`config.mk`:
```
export PLATFORM = sky130hd
export DESIGN_NAME = double_ended_queue_flat
export DESIGN_NICKNAME = d
export VERILOG_FILES = /design/src/sv/deq_pkg.sv /design/src/sv/deq_in_if.sv /design/src/sv/deq_out_if.sv /design/src/sv/deq_ctrl.sv /design/src/sv/deq_datapath.sv /design/src/sv/double_ended_queue.sv /design/src/flat_wrapper.sv
export SDC_FILE = /design/constraint.sdc
export NUM_CORES = 1
export LEC_CHECK = 0
export BUFFER_PORTS_ARGS = -buffer_cell sky130_fd_sc_hd__buf_4
export CAP_MARGIN = 10
export CORE_MARGIN = 2
export CORE_UTILIZATION = 40
export DETAILED_ROUTE_END_ITERATION = 7
export PLACE_DENSITY_LB_ADDON = 0.08
export SYNTH_ARGS = -nofsm -noshare
export SYNTH_HDL_FRONTEND = slang
export SYNTH_SLANG_ARGS = --single-unit
```
`constraint.sdc`:
```
create_clock -name clk -period 4.85 [get_ports clk]
set_input_delay 0.485 -clock clk [delete_from_list [all_inputs] [get_ports clk]]
set_output_delay 0.485 -clock clk [all_outputs]
set_load 0.005 [all_outputs]
```
`src/sv/deq_pkg.sv`:
```
package deq_pkg;

	localparam int DEPTH = 16;
	localparam int IDX_W = $clog2(DEPTH);
	localparam int CNT_W = $clog2(DEPTH + 1);
	localparam int SUM_W = $clog2(2 * DEPTH);
	localparam int DATA_W = 32;

	typedef enum logic [1:0] {
		OP_PUSH_BACK  = 2'd0,
		OP_PUSH_FRONT = 2'd1,
		OP_POP_FRONT  = 2'd2,
		OP_POP_BACK   = 2'd3
	} op_t;

	typedef enum logic [1:0] {
		ST_DONE  = 2'd0,
		ST_FULL  = 2'd1,
		ST_EMPTY = 2'd2
	} status_t;

	typedef struct packed {
		logic accept;
		logic capture;
		logic load;
	} deq_cmd_t;

	// sum stays below twice the depth, so one compare and subtract wraps it
	function automatic logic [IDX_W-1:0] wrap_index(input logic [SUM_W-1:0] sum);
		logic [SUM_W-1:0] lim;
		lim = SUM_W'(DEPTH);
		if (sum >= lim) begin
			return IDX_W'(sum - lim);
		end
		return IDX_W'(sum);
	endfunction

endpackage

```
`src/sv/deq_in_if.sv`:
```
interface deq_in_if import deq_pkg::*; ();
	logic              valid;
	logic              ready;
	logic [1:0]        operation;
	logic signed [DATA_W-1:0] value;

	modport source (output valid, output operation, output value, input ready);
	modport sink (input valid, input operation, input value, output ready);
endinterface

```
`src/sv/deq_out_if.sv`:
```
interface deq_out_if import deq_pkg::*; ();
	logic              valid;
	logic              ready;
	logic signed [DATA_W-1:0] front_value;
	logic signed [DATA_W-1:0] back_value;
	logic [CNT_W-1:0]  entry_total;
	logic              is_empty;
	logic              is_full;
	logic [1:0]        status;

	modport source (output valid, output front_value, output back_value, output entry_total,
		output is_empty, output is_full, output status, input ready);
	modport sink (input valid, input front_value, input back_value, input entry_total,
		input is_empty, input is_full, input status, output ready);
endinterface

```
`src/sv/deq_ctrl.sv`:
```
module deq_ctrl import deq_pkg::*; (
	input  logic     clk,
	input  logic     arst_n,
	input  logic     in_valid,
	output logic     in_ready,
	output logic     out_valid,
	input  logic     out_ready,
	output deq_cmd_t cmd
);

	typedef enum logic [1:0] {
		S_IDLE,
		S_READ,
		S_LOAD
	} state_t;

	state_t state_q;
	logic   out_valid_q;

	always_comb begin
		in_ready    = (state_q == S_IDLE);
		cmd.accept  = in_ready & in_valid;
		cmd.capture = (state_q == S_READ);
		// result moves to the output register once the old one is gone
		cmd.load    = (state_q == S_LOAD) & (~out_valid_q | out_ready);
	end

	assign out_valid = out_valid_q;

	always_ff @(posedge clk or negedge arst_n) begin
		if (!arst_n) begin
			state_q     <= S_IDLE;
			out_valid_q <= 1'b0;
		end else begin
			unique case (state_q)
				S_IDLE: begin
					if (cmd.accept) begin
						state_q <= S_READ;
					end
				end
				S_READ: begin
					state_q <= S_LOAD;
				end
				S_LOAD: begin
					if (cmd.load) begin
						state_q <= S_IDLE;
					end
				end
				default: begin
					state_q <= S_IDLE;
				end
			endcase
			if (cmd.load) begin
				out_valid_q <= 1'b1;
			end else if (out_ready) begin
				out_valid_q <= 1'b0;
			end
		end
	end

endmodule

```
`src/sv/deq_datapath.sv`:
```
module deq_datapath import deq_pkg::*; (
	input  logic                     clk,
	input  logic                     arst_n,
	input  deq_cmd_t                 cmd,
	input  logic [1:0]               operation,
	input  logic signed [DATA_W-1:0] value,
	output logic signed [DATA_W-1:0] front_value,
	output logic signed [DATA_W-1:0] back_value,
	output logic [CNT_W-1:0]         entry_total,
	output logic                     is_empty,
	output logic                     is_full,
	output logic [1:0]               status
);

	logic [DATA_W-1:0] ring_q [DEPTH];
	logic [IDX_W-1:0]  front_q;
	logic [CNT_W-1:0]  count_q;
	logic [1:0]        status_q;
	logic [DATA_W-1:0] rd_front_q;
	logic [DATA_W-1:0] rd_back_q;
	logic signed [DATA_W-1:0] out_front_q;
	logic signed [DATA_W-1:0] out_back_q;
	logic [CNT_W-1:0]  out_count_q;
	logic              out_empty_q;
	logic              out_full_q;
	logic [1:0]        out_status_q;

	op_t              op;
	logic             full;
	logic             empty;
	logic [IDX_W-1:0] tail_addr;
	logic [IDX_W-1:0] front_dec;
	logic [IDX_W-1:0] front_inc;
	logic [IDX_W-1:0] back_addr;
	logic [IDX_W-1:0] front_nxt;
	logic [CNT_W-1:0] count_nxt;
	logic             wr_en;
	logic [IDX_W-1:0] wr_addr;
	status_t          status_nxt;

	always_comb begin
		op         = op_t'(operation);
		full       = (count_q == CNT_W'(DEPTH));
		empty      = (count_q == '0);
		tail_addr  = wrap_index(SUM_W'(front_q) + SUM_W'(count_q));
		front_dec  = (front_q == '0) ? IDX_W'(DEPTH - 1) : front_q - IDX_W'(1);
		front_inc  = wrap_index(SUM_W'(front_q) + SUM_W'(1));
		// wraps to a harmless slot when empty; the value is zeroed then
		back_addr  = wrap_index(SUM_W'(front_q) + SUM_W'(count_q) - SUM_W'(1));
		front_nxt  = front_q;
		count_nxt  = count_q;
		wr_en      = 1'b0;
		wr_addr    = tail_addr;
		status_nxt = ST_DONE;
		case (op)
			OP_PUSH_BACK: begin
				if (full) begin
					status_nxt = ST_FULL;
				end else begin
					wr_en     = 1'b1;
					count_nxt = count_q + CNT_W'(1);
				end
			end
			OP_PUSH_FRONT: begin
				if (full) begin
					status_nxt = ST_FULL;
				end else begin
					wr_en     = 1'b1;
					wr_addr   = front_dec;
					front_nxt = front_dec;
					count_nxt = count_q + CNT_W'(1);
				end
			end
			OP_POP_FRONT: begin
				if (empty) begin
					status_nxt = ST_EMPTY;
				end else begin
					front_nxt = front_inc;
					count_nxt = count_q - CNT_W'(1);
				end
			end
			default: begin
				if (empty) begin
					status_nxt = ST_EMPTY;
				end else begin
					count_nxt = count_q - CNT_W'(1);
				end
			end
		endcase
	end

	always_ff @(posedge clk or negedge arst_n) begin
		if (!arst_n) begin
			front_q <= '0;
			count_q <= '0;
		end else if (cmd.accept) begin
			front_q <= front_nxt;
			count_q <= count_nxt;
		end
	end

	always_ff @(posedge clk) begin
		if (cmd.accept & wr_en) begin
			ring_q[wr_addr] <= value;
		end
	end

	// read in the cycle after the update so the new word is seen
	always_ff @(posedge clk) begin
		if (cmd.capture) begin
			rd_front_q <= ring_q[front_q];
			rd_back_q  <= ring_q[back_addr];
		end
	end

	always_ff @(posedge clk) begin
		if (cmd.accept) begin
			status_q <= status_nxt;
		end
		if (cmd.load) begin
			out_front_q  <= empty ? '0 : rd_front_q;
			out_back_q   <= empty ? '0 : rd_back_q;
			out_count_q  <= count_q;
			out_empty_q  <= empty;
			out_full_q   <= full;
			out_status_q <= status_q;
		end
	end

	assign front_value = out_front_q;
	assign back_value  = out_back_q;
	assign entry_total = out_count_q;
	assign is_empty    = out_empty_q;
	assign is_full     = out_full_q;
	assign status      = out_status_q;

endmodule

```
`src/sv/double_ended_queue.sv`:
```
// channel | dir | fields                                                   | handshake
// req     | in  | operation, value                                         | valid/ready
// rsp     | out | front_value, back_value, entry_total, is_empty, is_full, status | valid/ready
//
// words are taken one at a time: accept updates indices and writes the ring,
// S_READ then reads front and back through the registered ring port,
// and S_LOAD loads the output register before the next word is accepted
// arst_n clears the indices, count and handshake state; the ring needs no clear
// a held result lets one more word be accepted; it waits until rsp is taken
module double_ended_queue import deq_pkg::*; (
	input logic      clk,
	input logic      arst_n,
	deq_in_if.sink   req,
	deq_out_if.source rsp
);

	deq_cmd_t cmd;

	deq_ctrl u_ctrl (
		.clk       (clk),
		.arst_n    (arst_n),
		.in_valid  (req.valid),
		.in_ready  (req.ready),
		.out_valid (rsp.valid),
		.out_ready (rsp.ready),
		.cmd       (cmd)
	);

	deq_datapath u_datapath (
		.clk         (clk),
		.arst_n      (arst_n),
		.cmd         (cmd),
		.operation   (req.operation),
		.value       (req.value),
		.front_value (rsp.front_value),
		.back_value  (rsp.back_value),
		.entry_total (rsp.entry_total),
		.is_empty    (rsp.is_empty),
		.is_full     (rsp.is_full),
		.status      (rsp.status)
	);

endmodule

```
`src/flat_wrapper.sv`:
```
// flat-port wrapper written by rule: the top's interface ports become plain ports
module double_ended_queue_flat import deq_pkg::*;
  (clk, arst_n, req_valid, req_operation, req_value, req_ready, rsp_valid, rsp_front_value, rsp_back_value, rsp_entry_total, rsp_is_empty, rsp_is_full, rsp_status, rsp_ready);
  deq_in_if req_i ();
  deq_out_if rsp_i ();
  input logic clk;
  input logic arst_n;
  input wire logic [$bits(req_i.valid)-1:0] req_valid;
  input wire logic [$bits(req_i.operation)-1:0] req_operation;
  input wire logic [$bits(req_i.value)-1:0] req_value;
  output wire logic [$bits(req_i.ready)-1:0] req_ready;
  output wire logic [$bits(rsp_i.valid)-1:0] rsp_valid;
  output wire logic [$bits(rsp_i.front_value)-1:0] rsp_front_value;
  output wire logic [$bits(rsp_i.back_value)-1:0] rsp_back_value;
  output wire logic [$bits(rsp_i.entry_total)-1:0] rsp_entry_total;
  output wire logic [$bits(rsp_i.is_empty)-1:0] rsp_is_empty;
  output wire logic [$bits(rsp_i.is_full)-1:0] rsp_is_full;
  output wire logic [$bits(rsp_i.status)-1:0] rsp_status;
  input wire logic [$bits(rsp_i.ready)-1:0] rsp_ready;
  assign req_i.valid = req_valid;
  assign req_i.operation = req_operation;
  assign req_i.value = req_value;
  assign req_ready = req_i.ready;
  assign rsp_valid = rsp_i.valid;
  assign rsp_front_value = rsp_i.front_value;
  assign rsp_back_value = rsp_i.back_value;
  assign rsp_entry_total = rsp_i.entry_total;
  assign rsp_is_empty = rsp_i.is_empty;
  assign rsp_is_full = rsp_i.is_full;
  assign rsp_status = rsp_i.status;
  assign rsp_i.ready = rsp_ready;
  double_ended_queue u_core (.clk(clk), .arst_n(arst_n), .req(req_i), .rsp(rsp_i));
endmodule
```
=== Yosys cells after proc, flatten, opt, wreduce, memory -nomap -nowiden ===
Memories as Yosys holds them, arrays and structs flattened. A register that Yosys moved wholly into a read port is not among the register bits.
Cells that the tools add are included.

* Flip-flop bits (word level): 87
* Bits in writable memories: 512
* Output and inout bits: 75
* Logic and storage cells: 80
* Memories: 1

{| class="wikitable"
|+ Memories
! name !! words !! bits a word !! rd ports !! clocked after Yosys merged registers in !! write ports !! line !! text
|-
| u_core.u_datapath.ring_q || 16 || 32 || 2 || 2 || 1 || deq_datapath.sv:15 || <nowiki>logic [DATA_W-1:0] ring_q [DEPTH];</nowiki>
|}

* Add/sub/neg operators: 9
* Magnitude comparators: 3
* Eq/ne operators: 11
* Multiplexer cells: 30
* Bitwise gates (word level): 5
* Reduce and logical (&&, ||, !) cells: 10

{| class="wikitable"
|+ Operators by type and width
! kind !! count
|-
| $mux 4 || 11
|-
| $sub 4x1->4 const B || 4
|-
| $ge 5x5->1 const B || 3
|-
| $mux 5 || 3
|-
| $mux 1 || 10
|-
| $sub 5x1->5 const B || 2
|-
| $mux 2 || 4
|-
| $ne 2x2->1 const B || 4
|-
| $pmux 4 s2 || 1
|-
| $pmux 2 s3 || 1
|-
| $add 4x1->5 const B || 1
|-
| $add 4x5->5 || 1
|-
| $add 5x1->5 const B || 1
|-
| $eq 5x5->1 const B || 1
|-
| $logic_not 5->1 || 1
|-
| $eq 2x1->1 const B || 2
|-
| $eq 2x2->1 const B || 2
|-
| $logic_not 2->1 || 2
|-
| $logic_not 4->1 || 1
|-
| $ne 2x1->1 const B || 2
|-
| $reduce_and 4->1 || 1
|-
| $reduce_bool 2->1 || 2
|-
| $and 1x1->1 || 3
|-
| $reduce_and 3->1 || 1
|-
| 4 further kinds || 4
|}

=== Depth between registers and ports, before layout ===
* Depth after elaboration: 6
* Depth in mapped cells: 13
* Gate-level depth less buffers: 8

=== Cells and area by module ===
From an unflattened synthesis, not the netlist that was laid out.

* Cell total of the unflattened synthesis: 1,402
* Area, all modules: 29,034.1 µm²

{| class="wikitable"
|+ By module, submodules not included
! module !! times used !! cells an instance !! area an instance (µm²) !! seq. area each (µm²)
|-
| deq_datapath || 1 || 1,390 || 28,901.5 || 19,774.0
|-
| deq_ctrl || 1 || 12 || 132.6 || 75.1
|}

=== Worst setup path after synthesis ===
No wires, ideal clock.

* Path kind: register to register
* From: reg u_core.u_datapath.front_q[1]
* To: mem u_core.u_datapath.ring_q[12][0] (enable)
* Setup time: 0.461 ns
* Arrival: 4.370 ns
* Required time: 4.389 ns
* Setup slack: 0.019 ns
* Stages on the path, launching flop included: 10
* Path buffers: 3
* Path through: dfrtp_1 > buf_2 > buf_2 > buf_1 > inv_1 > ha_1 > nor3b_1 > o22a_1 > nand3b_1 > nor3_1

* Cells in the longest elaborated chain, start to end: 6
* Elaborated cells between the ends (all ways): 11

{| class="wikitable"
|+ RTL lines
! item !! line !! text
|-
| start, declared || deq_datapath.sv:16 || <nowiki>logic [IDX_W-1:0] front_q;</nowiki>
|-
| start signal, assigned || deq_datapath.sv:97 || <nowiki>front_q <= front_nxt;</nowiki>
|-
| $add 4x5->5 || deq_datapath.sv:45 || <nowiki>tail_addr = wrap_index(SUM_W'(front_q) + SUM_W'(count_q));</nowiki>
|-
| $sub 4x1->4 / $ge 5x5->1 (equally long branches) || deq_pkg.sv:33, deq_pkg.sv:32 ||
|-
| $mux 4 / $mux 1 (equally long branches) || deq_pkg.sv:32 || <nowiki>if (sum >= lim) begin</nowiki>
|-
| $mux 4 || deq_pkg.sv:35 || <nowiki>return IDX_W'(sum);</nowiki>
|-
| $mux 4 || deq_datapath.sv:65 || <nowiki>if (full) begin</nowiki>
|-
| $mux 4 * || deq_datapath.sv:55 || <nowiki>case (op)</nowiki>
|-
| end, declared || deq_datapath.sv:15 ||
|}

Mark *: on every way between the ends. The rest lies on a longest branch, timed or not. The select of a mux whose other input is x is not followed.

=== Final worst setup path ===
* From: reg u_core.u_datapath.front_q[1]
* To: reg u_core.u_datapath.rd_back_q[15], read port of u_core.u_datapath.ring_q (data pin)

* Cells in the longest elaborated chain, start to end: 5
* Elaborated cells between the ends (all ways): 7

{| class="wikitable"
|+ RTL lines
! item !! line !! text
|-
| $add 4x5->5 * || deq_datapath.sv:49 || <nowiki>back_addr = wrap_index(SUM_W'(front_q) + SUM_W'(count_q) - SUM_W'(1));</nowiki>
|-
| $sub 5x1->5 * || deq_datapath.sv:49 ||
|-
| $sub 4x1->4 / $ge 5x5->1 (equally long branches) || deq_pkg.sv:33, deq_pkg.sv:32 ||
|-
| $mux 4 / $mux 1 (equally long branches) || deq_pkg.sv:32 ||
|-
| $mux 4 * || deq_pkg.sv:35 ||
|-
| end, declared || deq_datapath.sv:20 || <nowiki>logic [DATA_W-1:0] rd_back_q;</nowiki>
|}

Marked as above.
A chain may end at the register's enable or synchronous reset.

==> impl_table.tex <==
\begin{tabular}{lr}
\hline
Metric & Value \\
\hline
\multicolumn{2}{l}{\textbf{Critical path}} \\
\quad Highest cell delay on the worst timing path & 790 ps \\
\quad Number of cell instances on the worst register-to-register path & 8 \\
\quad Cell-by-cell listing of the critical path & fa\_1 -> inv\_1 -> ha\_4 -> buf\_4 -> mux4\_2 -> nand2\_1 -> and3\_1 -> a31oi\_1 \\
\quad Startpoint of the worst register-to-register path & u\_core.u\_datapath.front\_q[1] \\
\quad RR Endpoint & u\_core.u\_datapath.rd\_back\_q[15] \\
\quad Critical path capture point & u\_core.u\_datapath.rd\_back\_q[15] \\
\quad CP required & 5160 ps \\
\quad Crit path DAT & 3980 ps \\
\quad Setup slack on the worst flop-to-flop path & 1180 ps \\
\quad Max stage delay cell, worst path & fa\_1 \\
\quad Worst setup path start & u\_core.u\_datapath.front\_q[1] \\
\quad Startpoint Class & register \\
\quad Nature of the critical path endpoint & register \\
\quad Maximum net fanout on the critical path & 35 \\
\quad Family with the most delay on the worst path & adder cells \\
\quad Sum of buffers and inverters on the critical path & 2 \\
\quad Path length in cells of the critical path & 8 \\
\quad Kind of critical path & register to register \\
\multicolumn{2}{l}{\textbf{Global route}} \\
\quad Via count of the first global-routing pass & 15796 \\
\quad Met3 track demand over resource & 0.0307 \\
\quad Total GRT Usage & 0.208 \\
\quad GR met1 Demand/Resource & 0.287 \\
\quad Global-route wire length before repair & 111 mm \\
\quad Leftover overflow at the end of global routing & 0 \\
\quad Antenna violations before repair & 1 \\
\quad Largest net degree at the start of global routing & 93 \\
\quad Most utilized layer in the global route result & met2 \\
\quad GR Layer Usage met2 & 0.349 \\
\multicolumn{2}{l}{\textbf{Logic synthesis}} \\
\quad Seq cells post-synth & 663 \\
\quad Yosys top cell area share & 0.675 \\
\quad Sequential element share of the synthesized area & 0.685 \\
\quad Number of unique standard cell types used by synthesis & 41 \\
\quad Number of standard cells after synthesis & 1430 \\
\quad Leading area contributor after synthesis & edfxtp\_1 \\
\quad Synthesized area per cell & 20.3 um2 \\
\quad Post-synthesis cell area & 29000 um2 \\
\quad Syn. warnings & 0 \\
\quad Top area cells in the synthesized netlist & edfxtp\_1 67\%, mux4\_2 22\%, nand2\_1 1.8\% \\
\quad Nets in the synthesized netlist & 1479 \\
\multicolumn{2}{l}{\textbf{Floorplanning}} \\
\quad Total core area & 71600 um2 \\
\quad Initial standard-cell utilization of the core & 0.405 \\
\quad Width of the chip & 273 um \\
\quad Number of top-level pins & 113 \\
\quad Std-Cell Rows & 98 \\
\quad Die span in y & 273 um \\
\quad Overall die area & 74600 um2 \\
\multicolumn{2}{l}{\textbf{Placed design}} \\
\quad Final weighted congestion of routability-driven global placement & 0.715 \\
\quad Placed wire-length estimate after detailed placement & 37.3 mm \\
\quad Count of port buffers added during placement & 112 \\
\multicolumn{2}{l}{\textbf{CTS}} \\
\quad Postcts setup bufs & 0 \\
\quad Clock Pin Slew Worst Setup and Hold Paths & 60 ps \\
\quad Worst-Skew Late Latency & 610 ps \\
\quad TritonCTS buffer count & 73 \\
\quad Cell at the root of the clock tree & clkbuf\_16 \\
\quad Clock tree from TritonCTS & built \\
\quad CTS sink cnt & 663 \\
\quad Maximum count of clock buffers along a single path & 3 \\
\quad Resize count post-CTS & 0 \\
\quad Number of H-tree levels & 3 \\
\multicolumn{2}{l}{\textbf{Cells and area}} \\
\quad Area grow syn2layout & 16.1\% \\
\quad Sequential cell area & 19900 um2 \\
\quad Fraction of final layout cells sized beyond drive strength 1 & 0.356 \\
\quad Count of nets after finishing & 1615 \\
\quad Number of filler instances in the final layout & 6003 \\
\quad Area of combinational cells with multiple inputs & 8770 um2 \\
\multicolumn{2}{l}{\textbf{Drt}} \\
\quad First-pass DRT Iterations & 5 \\
\quad Routed length per placed instance & 29.6 um \\
\quad Remaining routing DRC violations & 0 \\
\quad Antenna violation net count after detailed routing & 0 \\
\quad Post-Route WL & 76.1 mm \\
\quad Mean number of vias per cell & 5.85 \\
\quad Count of routing violations after the opening detailed-route iteration & 1548 \\
\quad Total via count in the routed design & 15057 \\
\multicolumn{2}{l}{\textbf{STA}} \\
\quad Tmin final & 3670 ps \\
\quad RSZ-0062 raised after global routing & false \\
\quad Setup Total Neg Slack & 0 ps \\
\quad Final-report max-slew violation count & 0 \\
\quad Final hold vios & 0 \\
\quad Least-Margin Pin Slew & 1050 ps \\
\quad Setup violations, final & 0 \\
\quad Maximum clock skew at final layout & 14.5 ps \\
\quad Relative slew slack & 0.297 \\
\quad Post-route fraction of the period consumed by the critical path & 0.757 \\
\quad Peak clock frequency supported by timing & 0.272 GHz \\
\multicolumn{2}{l}{\textbf{Hold path}} \\
\quad Worst min-delay path category & input pin to register \\
\multicolumn{2}{l}{\textbf{Run}} \\
\quad Number of violations of the max-capacitance limit & 0 \\
\multicolumn{2}{l}{\textbf{Status}} \\
\quad Status & complete, no violations \\
\hline
\end{tabular}
[Yosys cell counts]
cell type	instances
ha_1	9
and2_1	66
o21ai_2	1
o21a_1	3
xnor3_1	1
nor2_1	7
buf_1	8
edfxtp_1	651
buf_2	22
nand2b_1	5
clkbuf_1	49
xor2_1	5
buf_4	5
nand2_1	139
nand3b_1	1
a21o_1	2
mux2_2	1
o22ai_1	1
dfrtp_1	12
or3_1	1
o211ai_1	1
mux4_2	288
nor3_1	22
inv_1	11
xnor2_2	2
xor2_2	1
o21bai_1	1
o21ai_0	6
fa_1	2
o311a_1	1
xnor2_1	7
a31oi_1	36
and3_1	33
nand3_1	4
nor3_4	1
or4b_2	1
a21oi_1	8
buf_6	10
nor2b_1	4
nor3b_1	1
o22a_1	1
[cell usage in the layout, fill, tap and decap left out, types with 2 or more instances in the layout]
cell       count
edfxtp_1     651
mux4_2       288
nand2_1      138
buf_4        134
clkbuf_16     76
and2_1        66
a31oi_1       36
and3_1        33
buf_12        20
clkinv_1      17
nor3_2        16
clkinv_2      14
clkbuf_1      12
inv_1         11
a21oi_1        8
dfrtp_1        8
nor2_1         7
ha_1           7
bufinv_16      7
nor3_1         6
xnor2_1        6
o21ai_0        6
nand2b_1       5
xor2_1         5
nand3_1        4
o21a_1         3
dfrtp_4        3
a21o_1         2
xnor2_4        2
nor2b_1        2
nor2b_4        2
fa_1           2
ha_4           2
clkbuf_8       2
[how the worst min path moves through the flow]
| stage | from | end | slack, ps | cells past startpoint |
|---|---|---|---|---|
| floorplan | arst_n | u_core.u_ctrl.out_valid | 190 | 0 |
| global placement | arst_n | u_core.u_datapath.front_q[2] | 350 | 1 |
| detailed placement | arst_n | u_core.u_ctrl.out_valid | 340 | 1 |
| CTS | req_valid | u_core.u_ctrl.state_q[0] | 80 | 2 |
| global route | req_valid | u_core.u_ctrl.state_q[0] | 100 | 2 |
| finish | req_valid | u_core.u_ctrl.state_q[0] | 110 | 2 |
[metal layers]
layer	up-vias	wire length, um
met5	-	0
met4	0	1420
met3	96	4090
met2	510	38300
met1	8195	32300
li1	6256	-
[state kept, by name, summed over array words and instances (netlist names), 4 cells and up]
| register | flops |
|---|---|
| u_core.u_datapath.ring_q | 512 |
| u_core.u_datapath.back_value | 32 |
| u_core.u_datapath.front_value | 32 |
| u_core.u_datapath.rd_back_q | 32 |
| u_core.u_datapath.rd_front_q | 32 |
| u_core.u_datapath.count_q | 5 |
| u_core.u_datapath.entry_total | 5 |
| u_core.u_datapath.front_q | 4 |
[what timing repair did]
item | in CTS | in global routing
hold buffers | 1 | 0
endpoints found under the hold margin | 12 | 0
endpoints found under the setup margin | 0 | 0
[worst register-to-register path, delay by kind of cell (launching register included)]
| kind | cells | cell delay [ps] |
|---|---|---|
| flops | 1 | 710 |
| mux | 1 | 340 |
| buf+inv | 2 | 560 |
| compound gates | 1 | 50 |
| fa+ha+maj | 2 | 1480 |
| simple gates | 2 | 250 |
[stage by stage]
| stage | instance area, um2 | std cells | util | hold WS [ps] | worst slack, ps |
|---|---|---|---|---|---|
| final | 33600 | 2573 | 0.470 | 114 | 1180 |
| after global routing | 33600 | 2572 | 0.470 | 102 | 1010 |
| after CTS | 33600 | 2572 | 0.470 | 75.9 | 1130 |
| after detailed placement | 31300 | 2440 | 0.437 | 344 | 1140 |
| after global placement | 31300 | 2440 | 0.437 | 347 | 1170 |
| after floorplan | 29000 | 1430 | - | 189 | 19.4 |
[final cells by class]
| class | instances | share of cell area |
|---|---|---|
| Antenna cell | 1 | 0.0000744 |
| Timing Repair Buffer | 155 | 0.0421 |
| Clock buffer | 90 | 0.0587 |
| Sequential cell | 663 | 0.591 |
| Multi-Input combinational cell | 662 | 0.261 |
| Inverter | 11 | 0.00123 |
| Clock inverter | 41 | 0.0112 |
| Tap cell | 950 | 0.0353 |
[kinds of logic after synthesis]
kind of cell,share of synthesized area
multiplexers,0.224
AO/OA/AOI/OAI,0.0132
XOR/XNOR,0.00609
flip-flops,0.685
AND/OR/NAND/NOR,0.0484
adder cells (fa/ha/maj),0.00527
buffers and inverters,0.0178
Power is left out: the tool's default activity adds up to more than one toggle a clock period on the data nets, which glitch-free logic cannot reach.
